--- src/trle_pkg.sv ---
// shared types and constants for the tga run-length pixel decoder
// no dependencies
`timescale 1ns / 1ps

package trle_pkg;

    localparam int AddrWidth = 5;

    typedef enum logic [2:0] {
        REG_RLE_MODE   = 3'd0,
        REG_BPP        = 3'd1,
        REG_WIDTH      = 3'd2,
        REG_HEIGHT     = 3'd3,
        REG_FLIP       = 3'd4
    } reg_index_t;

    typedef enum logic [1:0] {
        STATUS_OK       = 2'd0,
        STATUS_REFUSED  = 2'd1,
        STATUS_IDLE     = 2'd2,
        STATUS_COMPLETE = 2'd3
    } status_t;

    typedef struct packed {
        logic        command;
        logic [7:0]  data_byte;
    } in_beat_t;

    typedef struct packed {
        logic        pixel_valid;
        logic [7:0]  red;
        logic [7:0]  green;
        logic [7:0]  blue;
        logic [7:0]  alpha;
        logic [15:0] column;
        logic [15:0] row;
        logic        image_done;
        logic        run_pending;
        logic [1:0]  status;
    } out_beat_t;

    typedef struct packed {
        logic        rle_mode;
        logic [2:0]  bytes_per_pixel;
        logic [15:0] image_width;
        logic [15:0] image_height;
        logic        flip_rows;
    } cfg_t;

    localparam logic        CMD_TICK   = 1'b1;
    localparam logic [7:0]  ALPHA_INIT = 8'hff;

endpackage

--- src/trle_step.sv ---
// decoder state and per-beat next-state logic
// depends on trle_pkg
`timescale 1ns / 1ps

module trle_step (
    input  logic                clk,
    input  logic                rst_n,
    input  trle_pkg::cfg_t      cfg,
    input  logic                advance,
    input  trle_pkg::in_beat_t  beat,
    output trle_pkg::out_beat_t result
);
    import trle_pkg::*;

    logic [3:0][7:0] store_reg, store_next;
    logic [1:0]      byte_index_reg, byte_index_next;
    logic [6:0]      run_left_reg, run_left_next;
    logic            run_repeat_reg, run_repeat_next;
    logic            await_header_reg, await_header_next;
    logic            packet_first_reg, packet_first_next;
    logic [15:0]     column_reg, column_next;
    logic [15:0]     row_reg, row_next;
    logic            finished_reg, finished_next;

    logic [2:0]      eff_bpp;
    logic            repeat_pending;
    logic            emit;
    logic [3:0][7:0] filled;
    logic [3:0][7:0] emit_store;
    logic [1:0]      index_inc;
    logic [15:0]     column_inc;
    logic [15:0]     row_inc;

    always_comb
    begin
        if (cfg.bytes_per_pixel == 3'd0)
            eff_bpp = 3'd1;
        else if (cfg.bytes_per_pixel > 3'd4)
            eff_bpp = 3'd4;
        else
            eff_bpp = cfg.bytes_per_pixel;
    end

    assign repeat_pending = run_repeat_reg && (run_left_reg != 7'd0) && !packet_first_reg;
    assign index_inc      = byte_index_reg + 2'd1;
    assign column_inc     = column_reg + 16'd1;
    assign row_inc        = row_reg + 16'd1;

    always_comb
    begin
        filled                 = store_reg;
        filled[byte_index_reg] = beat.data_byte;
    end

    always_comb
    begin
        store_next        = store_reg;
        byte_index_next   = byte_index_reg;
        run_left_next     = run_left_reg;
        run_repeat_next   = run_repeat_reg;
        await_header_next = await_header_reg;
        packet_first_next = packet_first_reg;
        column_next       = column_reg;
        row_next          = row_reg;
        finished_next     = finished_reg;
        emit              = 1'b0;
        emit_store        = store_reg;
        result            = '0;
        result.status     = STATUS_OK;

        if (finished_reg)
        begin
            result.status = STATUS_COMPLETE;
        end
        else if (beat.command == CMD_TICK)
        begin
            if (repeat_pending)
            begin
                run_left_next = run_left_reg - 7'd1;
                if (run_left_next == 7'd0)
                begin
                    run_repeat_next   = 1'b0;
                    await_header_next = 1'b1;
                end
                emit = 1'b1;
            end
            else
            begin
                result.status = STATUS_IDLE;
            end
        end
        else if (repeat_pending)
        begin
            result.status = STATUS_REFUSED;
        end
        else if (cfg.rle_mode && await_header_reg)
        begin
            run_repeat_next   = beat.data_byte[7];
            run_left_next     = beat.data_byte[6:0];
            await_header_next = 1'b0;
            packet_first_next = 1'b1;
        end
        else if (index_inc == 2'd0 || {1'b0, index_inc} >= eff_bpp)
        begin
            // pixel complete: swap red and blue slots
            emit_store      = {filled[3], filled[0], filled[1], filled[2]};
            store_next      = emit_store;
            byte_index_next = 2'd0;
            if (cfg.rle_mode)
            begin
                if (packet_first_reg)
                    packet_first_next = 1'b0;
                else if (run_left_reg != 7'd0)
                    run_left_next = run_left_reg - 7'd1;
                if (run_left_next == 7'd0)
                begin
                    run_repeat_next   = 1'b0;
                    await_header_next = 1'b1;
                end
            end
            emit = 1'b1;
        end
        else
        begin
            store_next      = filled;
            byte_index_next = index_inc;
        end

        if (emit)
        begin
            result.pixel_valid = 1'b1;
            result.red         = emit_store[0];
            result.green       = emit_store[1];
            result.blue        = emit_store[2];
            result.alpha       = emit_store[3];
            result.column      = column_reg;
            result.row         = cfg.flip_rows ? (cfg.image_height - row_reg - 16'd1) : row_reg;
            if (column_inc >= cfg.image_width)
            begin
                column_next = 16'd0;
                row_next    = row_inc;
                if (row_inc >= cfg.image_height)
                begin
                    finished_next     = 1'b1;
                    result.image_done = 1'b1;
                    run_left_next     = 7'd0;
                    run_repeat_next   = 1'b0;
                    packet_first_next = 1'b0;
                    await_header_next = 1'b1;
                end
            end
            else
            begin
                column_next = column_inc;
            end
        end

        result.run_pending = run_repeat_next && (run_left_next != 7'd0) && !packet_first_next;
    end

    always_ff @(posedge clk or negedge rst_n)
    begin
        if (!rst_n)
        begin
            store_reg        <= {ALPHA_INIT, 8'd0, 8'd0, 8'd0};
            byte_index_reg   <= '0;
            run_left_reg     <= '0;
            run_repeat_reg   <= 1'b0;
            await_header_reg <= 1'b1;
            packet_first_reg <= 1'b0;
            column_reg       <= '0;
            row_reg          <= '0;
            finished_reg     <= 1'b0;
        end
        else if (advance)
        begin
            store_reg        <= store_next;
            byte_index_reg   <= byte_index_next;
            run_left_reg     <= run_left_next;
            run_repeat_reg   <= run_repeat_next;
            await_header_reg <= await_header_next;
            packet_first_reg <= packet_first_next;
            column_reg       <= column_next;
            row_reg          <= row_next;
            finished_reg     <= finished_next;
        end
    end

endmodule

--- src/tga_rle_pixel_decoder.sv ---
// top level of the tga run-length pixel decoder: config registers, input
// register, output register with skid stage; depends on trle_pkg, trle_step
`timescale 1ns / 1ps

// usage
//   in channel: in_valid/in_stall/in_data carry one beat, either a payload
//   byte (command 0) or a tick (command 1) that releases one repeated pixel
//   out channel: out_valid/out_stall/out_data return exactly one result beat
//   per input beat, in order; pixel_valid marks beats that carry a pixel
//   path: an accepted beat waits in the input register, then its result is
//   registered in the output register, or in the skid stage under a stall
//   throughput: one beat per cycle while in_stall is low; the decoder state
//   updates from the input register, so beats may arrive back to back
//   receiver stall: the output register holds its beat and one more result
//   goes to the skid stage; in_stall rises once skid and input are both full
//   configuration: apb writes at byte address 4*i, only while idle
//   reset: decoder waits for a packet header (in rle mode), position at the
//   first column and row, alpha 255, registers at their defaults
module tga_rle_pixel_decoder (
    input  logic                           clk,
    input  logic                           rst_n,
    input  logic                           psel,
    input  logic                           penable,
    input  logic                           pwrite,
    input  logic [trle_pkg::AddrWidth-1:0] paddr,
    input  logic [31:0]                    pwdata,
    output logic [31:0]                    prdata,
    output logic                           pready,
    input  logic                           in_valid,
    output logic                           in_stall,
    input  trle_pkg::in_beat_t             in_data,
    output logic                           out_valid,
    input  logic                           out_stall,
    output trle_pkg::out_beat_t            out_data
);
    import trle_pkg::*;

    cfg_t       cfg_reg;
    reg_index_t reg_sel;

    in_beat_t   in_beat_reg;
    logic       in_full_reg;
    out_beat_t  result;
    out_beat_t  out_beat_reg;
    logic       out_full_reg;
    out_beat_t  skid_beat_reg;
    logic       skid_full_reg;

    logic       in_take;
    logic       advance;
    logic       out_take;

    assign pready  = 1'b1;
    assign reg_sel = reg_index_t'(paddr[AddrWidth-1:2]);

    always_ff @(posedge clk or negedge rst_n)
    begin
        if (!rst_n)
        begin
            cfg_reg.rle_mode        <= 1'b0;
            cfg_reg.bytes_per_pixel <= 3'd4;
            cfg_reg.image_width     <= 16'd1;
            cfg_reg.image_height    <= 16'd1;
            cfg_reg.flip_rows       <= 1'b0;
        end
        else if (psel && penable && pwrite)
        begin
            unique case (reg_sel)
                REG_RLE_MODE: cfg_reg.rle_mode        <= pwdata[0];
                REG_BPP:      cfg_reg.bytes_per_pixel <= pwdata[2:0];
                REG_WIDTH:    cfg_reg.image_width     <= pwdata[15:0];
                REG_HEIGHT:   cfg_reg.image_height    <= pwdata[15:0];
                REG_FLIP:     cfg_reg.flip_rows       <= pwdata[0];
                default:      ;
            endcase
        end
    end

    always_comb
    begin
        unique case (reg_sel)
            REG_RLE_MODE: prdata = {31'd0, cfg_reg.rle_mode};
            REG_BPP:      prdata = {29'd0, cfg_reg.bytes_per_pixel};
            REG_WIDTH:    prdata = {16'd0, cfg_reg.image_width};
            REG_HEIGHT:   prdata = {16'd0, cfg_reg.image_height};
            REG_FLIP:     prdata = {31'd0, cfg_reg.flip_rows};
            default:      prdata = 32'd0;
        endcase
    end

    // handshake
    assign out_take = out_full_reg && !out_stall;
    assign advance  = in_full_reg && !skid_full_reg;
    assign in_stall = in_full_reg && skid_full_reg;
    assign in_take  = in_valid && !in_stall;

    always_ff @(posedge clk or negedge rst_n)
    begin
        if (!rst_n)
            in_full_reg <= 1'b0;
        else if (in_take)
            in_full_reg <= 1'b1;
        else if (advance)
            in_full_reg <= 1'b0;
    end

    always_ff @(posedge clk)
    begin
        if (in_take)
            in_beat_reg <= in_data;
    end

    trle_step u_step (
        .clk     (clk),
        .rst_n   (rst_n),
        .cfg     (cfg_reg),
        .advance (advance),
        .beat    (in_beat_reg),
        .result  (result)
    );

    always_ff @(posedge clk or negedge rst_n)
    begin
        if (!rst_n)
        begin
            out_full_reg  <= 1'b0;
            skid_full_reg <= 1'b0;
        end
        else
        begin
            if (out_take)
            begin
                if (skid_full_reg)
                begin
                    out_full_reg  <= 1'b1;
                    skid_full_reg <= advance;
                end
                else
                begin
                    out_full_reg <= advance;
                end
            end
            else if (out_full_reg)
            begin
                if (advance)
                    skid_full_reg <= 1'b1;
            end
            else
            begin
                out_full_reg <= advance;
            end
        end
    end

    always_ff @(posedge clk)
    begin
        if (out_take && skid_full_reg)
        begin
            out_beat_reg <= skid_beat_reg;
            if (advance)
                skid_beat_reg <= result;
        end
        else if (out_full_reg && !out_take)
        begin
            if (advance)
                skid_beat_reg <= result;
        end
        else if (advance)
        begin
            out_beat_reg <= result;
        end
    end

    assign out_valid = out_full_reg;
    assign out_data  = out_beat_reg;

endmodule
--- config.mk ---
export PLATFORM = sky130hd
export DESIGN_NAME = tga_rle_pixel_decoder
export DESIGN_NICKNAME = d
export VERILOG_FILES = /design/src/trle_pkg.sv /design/src/trle_step.sv /design/src/tga_rle_pixel_decoder.sv
export SDC_FILE = /design/constraint.sdc
export NUM_CORES = 1
export LEC_CHECK = 0
export BUFFER_PORTS_ARGS = -buffer_cell sky130_fd_sc_hd__buf_2
export CORE_MARGIN = 5
export CORE_UTILIZATION = 50
export DETAILED_ROUTE_END_ITERATION = 8
export PLACE_DENSITY = 0.78
export REMOVE_ABC_BUFFERS = 1
export SLEW_MARGIN = 20
export SYNTH_ARGS = -nofsm -noshare
export SYNTH_HDL_FRONTEND = slang
export SYNTH_SLANG_ARGS = --single-unit
--- constraint.sdc ---
create_clock -name clk -period 5.12 [get_ports clk]
set_clock_uncertainty 0.1 [all_clocks]
set_input_delay 1.024 -clock clk [delete_from_list [all_inputs] [get_ports clk]]
set_output_delay 1.024 -clock clk [all_outputs]
set_load 0.005 [all_outputs]
Word level (Yosys, flattened, before mapping)
Index checks and enable logic that the tools add are counted.
Storage, ports and cells
  register bits after elaboration: 264
  latch bits: 0
  RAM bits: 0
  ROM bits: 0
  input port bits: 53
  output and inout port bits: 104
  word-level logic and storage cells: 201
  memories: 0
Cells by class
  add/sub/neg operators: 6
  multiply operators: 0
  div/mod/pow operators: 0
  magnitude comparators: 6
  equal/unequal tests: 5
  shift operators: 0
  mux-type cells: 94
  bitwise logic cells: 4
  reduce and logical (&&, ||, !) cells: 44
Operators by type and width (count)
  69-bit two-way mux: 6
  32-bit two-way mux: 5
  7-bit two-way mux: 18
  16-bit one-hot mux with 5 select lines: 1
  66-bit two-way mux: 1
  1-bit two-way mux: 51
  16-bit by 1-bit adder with 16-bit output, second input constant: 2
  32-bit bitwise mux: 1
  16-bit greater-or-equal comparator: 2
  16-bit two-way mux: 2
  24-bit two-way mux: 1
  8-bit demux with 2-bit select: 1
  2-bit AND reduction: 8
  16-bit by 1-bit subtractor with 16-bit output, second input constant: 1
  16-bit subtractor: 1
  1-bit logical AND: 14
  7-bit zero test: 2
  7-bit nonzero test: 2
  2-bit nonzero test: 5
  2-bit two-way mux: 4
  8-bit two-way mux: 1
  7-bit by 1-bit subtractor with 7-bit output, second input constant: 1
  3-bit by 2-bit equality test with 1-bit output, second input constant: 2
  1-bit zero test: 6
  16 further kinds: 21

Depth between registers and ports, before layout
  word-level depth: 26
  gate-level depth with buffers: 16
  mapped depth without buffers: 16

Hierarchy
A second synthesis with hierarchy kept.
Unflattened totals
  cells, all modules: 1302
  area, all modules: 14396.3 sq um
By module, submodules not included
  tga_rle_pixel_decoder: instances 1, cells an instance 387, area an instance 7315.8 sq um, seq. area each 5418.9 sq um
  trle_step: instances 1, cells an instance 915, area an instance 7080.5 sq um, seq. area each 1938.1 sq um

Worst setup path after synthesis
OpenSTA, ideal clock, no wires.
  kind: input to register
  from: in out_stall
  to: reg out_beat_reg (netlist bit out_data[0]), enable pin
  data arrival time: 4.393 ns
  required time: 4.501 ns
  slack: 0.108 ns
  stages on the path: 1
  buffers on the path: 0
  cell sequence: a21oi_1
Between the ends
  word-level cells in the longest chain between the ends: 6
Ends and longest elaborated chain
  start: declaration: RTL line tga_rle_pixel_decoder.sv:33  | input logic out_stall,
  1-bit zero test *: RTL line tga_rle_pixel_decoder.sv:92  | assign out_take = out_full_reg && !out_stall;
  1-bit logical AND *: RTL line tga_rle_pixel_decoder.sv:92
  1-bit zero test: RTL line tga_rle_pixel_decoder.sv:163  | else if (out_full_reg && !out_take)
  1-bit logical AND: RTL line tga_rle_pixel_decoder.sv:163
  2-bit inequality test (no source line)
  2-bit AND reduction (no source line) *
  end signal: assignment: RTL line tga_rle_pixel_decoder.sv:159  | out_beat_reg <= skid_beat_reg;
  end signal: assignment: RTL line tga_rle_pixel_decoder.sv:170  | out_beat_reg <= result;
  end: declaration: RTL line tga_rle_pixel_decoder.sv:44  | out_beat_t out_beat_reg;
Every way passes the cells marked *; elsewhere a longest branch is shown, timed or not.
A chain may end at the register's enable or synchronous reset.

Worst setup path after layout
  from: reg u_step.byte_index_reg[0]
  to: reg u_step.row_reg[12]
Between the ends
  word-level cells in the longest chain between the ends: 9
Ends and longest elaborated chain
  start: declaration: RTL line trle_step.sv:16  | logic [1:0] byte_index_reg, byte_index_next;
  start signal: assignment: RTL line trle_step.sv:178  | byte_index_reg <= byte_index_next;
  2-bit by 1-bit adder with 2-bit output *: RTL line trle_step.sv:45  | assign index_inc = byte_index_reg + 2'd1;
  2-bit by 3-bit greater-or-equal comparator with 1-bit output or 2-bit zero test (tied branches): RTL line trle_step.sv:103  | else if (index_inc == 2'd0 || {1'b0, index_inc} >= eff_bpp)
  1-bit logical OR *: RTL line trle_step.sv:103
  1-bit two-way mux *: RTL line trle_step.sv:103
  1-bit two-way mux *: RTL line trle_step.sv:96  | else if (cfg.rle_mode && await_header_reg)
  1-bit two-way mux *: RTL line trle_step.sv:92  | else if (repeat_pending)
  1-bit two-way mux *: RTL line trle_step.sv:75  | else if (beat.command == CMD_TICK)
  1-bit two-way mux *: RTL line trle_step.sv:71  | if (finished_reg)
  3-bit AND reduction (no source line) *
  end signal: assignment: RTL line trle_step.sv:184  | row_reg <= row_next;
  end: declaration: RTL line trle_step.sv:22  | logic [15:0] row_reg, row_next;
Marked as above.

==> results.py <==
metrics = {
    "global_route": {
        "antenna_found_initial": 3,
        "overflow": 0,
        "grt_max_degree": 70,
        "grtUsageTotal_pct": 20.8,
        "grt_pass1_wl_mm": 56.0,
        "grt_pass1_vias": 10600,
    },
    "layout": {
        "fillers": 2374,
        "area_growth_syn_to_layout_pct": 13.1,
        "multi_input_area_um2": 6600,
        "drive_above_1_share_pct": 21.1,
        "fin_nets": 1567,
        "utilization_pct": 57.2,
        "register_area_um2": 7360,
    },
    "synth": {
        "yosysTopAreaCell": "edfxtp_1",
        "synthFlopType": "edfxtp_1",
        "synth-edff-count": 147,
        "yosysTopAreaCellShare_pct": 30.5,
        "yosysWarnings": 0,
        "synth_area_leaders": "edfxtp_1, dfrtp_1, mux2_2, ha_1, nand2_1",
        "synthArstFlopShare_pct": 44.3,
        "synth_seq_area_share_pct": 50.8,
        "synth.distinct_cells": 84,
        "ys_ff_latch": 264,
        "synth_cells": 1355,
        "synth_area_per_cell_um2": 10.7,
        "netlist_area_um2": 14500,
    },
    "route": {
        "route.detailed.drc": 0,
        "routed_via_density": 5.70,
        "first_iter_violations": 781,
        "first_pass_iters": 5,
        "ant_nets": 0,
        "vias": 10600,
        "wirelength_mm": 34.8,
        "wl_per_cell_um": 18.7,
    },
    "critical_path": {
        "r2r_start": "u_step.byte_index_reg[0]",
        "worstRegToRegCells": 12,
        "worstPathRequired_ns": 5.44,
        "crit_family": "compound AO/OA/AOI/OAI gates",
        "crit_path_start_kind": "flip-flop",
        "crit_arrival_ns": 4.43,
        "critPathKind": "reg2reg",
        "r2r-end": "u_step.row_reg[12]",
        "slowest_stage": "a211o_1",
        "critPathMaxFanout": 22,
        "reg2reg_slack_ns": 1.01,
        "cp_num_buf_inv": 2,
        "slowest_delay_ns": 0.71,
        "crit_chain": "inv_1 > ha_1 > ha_1 > nor2b_1 > a211o_1 > nand4_1 > a211o_1 > nor2b_2 > buf_4 > and2_1 > nand3_1 > xnor2_1",
        "worstSetupEndpointType": "flip-flop",
    },
    "timing": {
        "hold_viol": 0,
        "fin_crit_ns": 4.11,
        "slew_viol_final": 0,
        "slew_headroom_pct": 30.4,
        "rsz0062_at_grt": "no",
        "worst_slew_pin_slew_ns": 1.04,
        "setup_viol": 0,
        "fin_setup_tns_ns": 0,
        "fin_crit_sh_pct": 80.2,
        "fmax_ghz": 0.243,
    },
    "worst_hold_path": {
        "hp-start": "u_step.store_reg[13]",
        "hold_class": "reg2reg",
        "holdPathStages": 1,
        "holdPathEnd": "u_step.store_reg[13]",
    },
    "clock_tree": {
        "cts_sinks": 264,
        "ctsResizeCount": 0,
        "htreeDepth": 1,
        "post-cts-setup-buffers": 0,
        "clk_pin_slew_ns": 0.06,
        "clockRootBuffer": "clkbuf_16",
        "clk_latency_ns": 0.56,
        "cts_tree": "done",
        "clockBufferDepth": 3,
        "cts-buffers-inserted": 28,
        "holdBufCountCts": 0,
    },
    "die": {
        "placementRows": 62,
        "design.die.area_um2": 32500,
        "io_pins": 157,
        "die-height_um": 180,
        "core_um2": 28600,
        "chipWidth_um": 180,
        "initial_core_util_pct": 50.6,
    },
    "placed_design": {
        "port_buffers": 121,
        "place.gp.congestion": 0.915,
        "dp_hpwl_mm": 23.7,
    },
    "power": {
        "ir_drop_v": 0.000296,
        "powerDensity_nw_per_um2": 561,
        "p_leak_nw": 7.05,
    },
    "flow_run": {
        "max_cap_violations": 0,
    },
    "run_status": {
        "status": "finished, final reports clean",
    },
}
worst max path at each step:
stage | from | depth (start not counted) | slack (ns) | to
after CTS | u_step.byte_index_reg[0] | 12 | 1.05 | u_step.row_reg[12]
final | u_step.byte_index_reg[0] | 12 | 1.01 | u_step.row_reg[12]
after global routing | u_step.byte_index_reg[0] | 12 | 0.73 | u_step.row_reg[12]
after detailed placement | u_step.byte_index_reg[0] | 12 | 1.10 | u_step.row_reg[12]
after global placement | u_step.run_left_reg[1] | 10 | 1.11 | out_data[2]
after floorplan | out_stall | 1 | 0.11 | out_data[0]
layout by cell type (no fill, tap or decap), drive strengths merged, types with 9 or more instances in the layout:
cell type / count
xor2: 13
o21ai: 82
o31ai: 20
and3: 19
nor2: 138
xnor2: 41
clkbuf: 41
nor4: 9
a211oi: 27
dfrtp: 105
buf: 138
inv: 62
mux2: 77
dfstp: 12
ha: 58
nand4: 9
nand2: 156
and2: 22
nor3: 12
mux2i: 58
edfxtp: 147
conb: 17
nand2b: 17
nand3: 33
a21oi: 31
a21o: 16
nor2b: 12
power by group:
group	leakage, nW	internal (W)	switching [W]
clock network	0.467	0.00121	0.000852
logic	3.69	0.00134	0.00229
registers	2.89	0.00310	0.000394
layer usage:
| metal | share of wire (%) | global-route usage [%] | vias up |
|---|---|---|---|
| met2 | 48 | 35.6 | 330 |
| met1 | 43 | 27.7 | 5177 |
| li1 | - | - | 5032 |
| met3 | 5.5 | 3.11 | 64 |
| met5 | 0.072 | 0 | - |
| met4 | 2.6 | 5.66 | 4 |
cell families after synthesis:
family	Yosys count	synth area share, %
AND/OR/NAND/NOR	456	14.8
buffers and inverters	144	4.26
multiplexers	136	10.2
other	2	0.0519
adder cells (fa/ha/maj)	59	5.15
AO/OA/AOI/OAI	240	11.5
flip-flops	264	50.8
XOR/XNOR	54	3.27
cell usage after synthesis (all sizes together) (8+ instances only):
| cell type | n |
|---|---|
| mux2 | 77 |
| a211oi | 27 |
| and2 | 22 |
| nor4 | 9 |
| dfrtp | 105 |
| edfxtp | 147 |
| ha | 58 |
| xnor2 | 41 |
| nand4 | 9 |
| a22o | 8 |
| a21o | 16 |
| nor3 | 12 |
| nand2b | 17 |
| clkbuf | 49 |
| nor2 | 138 |
| and3 | 19 |
| nand2 | 156 |
| a21oi | 31 |
| o21ai | 82 |
| inv | 60 |
| dfstp | 12 |
| o31ai | 20 |
| xor2 | 13 |
| buf | 34 |
| nor2b | 12 |
| mux2i | 58 |
| nand3 | 33 |
final cells by class:
type	count	share of cell area, %
Clock buffer	41	5.19
Clock inverter	11	0.680
Tap cell	384	2.93
Timing Repair Buffer	138	4.57
Sequential cell	264	44.9
Multi-Input combinational cell	962	40.3
Inverter	61	1.40
Antenna cell	1	0.0153
worst reg2reg max path, stage by stage (launching register included):
cell and delay, ns:
dfrtp_1 0.42, inv_1 0.11, ha_1 0.34, ha_1 0.28, nor2b_1 0.20, a211o_1 0.71
nand4_1 0.27, a211o_1 0.63, nor2b_2 0.21, buf_4 0.22, and2_1 0.22, nand3_1 0.11
xnor2_1 0.15
per-stage QoR:
stage	setup slack (ns)	instance area, um^2	hold slack, ns	cells	total power [W]
6_report	1.01	16400	0.408	1862	0.00919
5_1_grt	0.731	16400	0.415	1862	0.00981
4_1_cts	1.05	16400	0.410	1861	0.00925
3_5_place_dp	1.10	15400	0.395	1809	0.00714
3_3_place_gp	1.11	15400	0.387	1809	0.00706
2_1_floorplan	0.108	14100	0.371	1287	0.00587
Note: power is estimated with default switching activity, not from simulation.
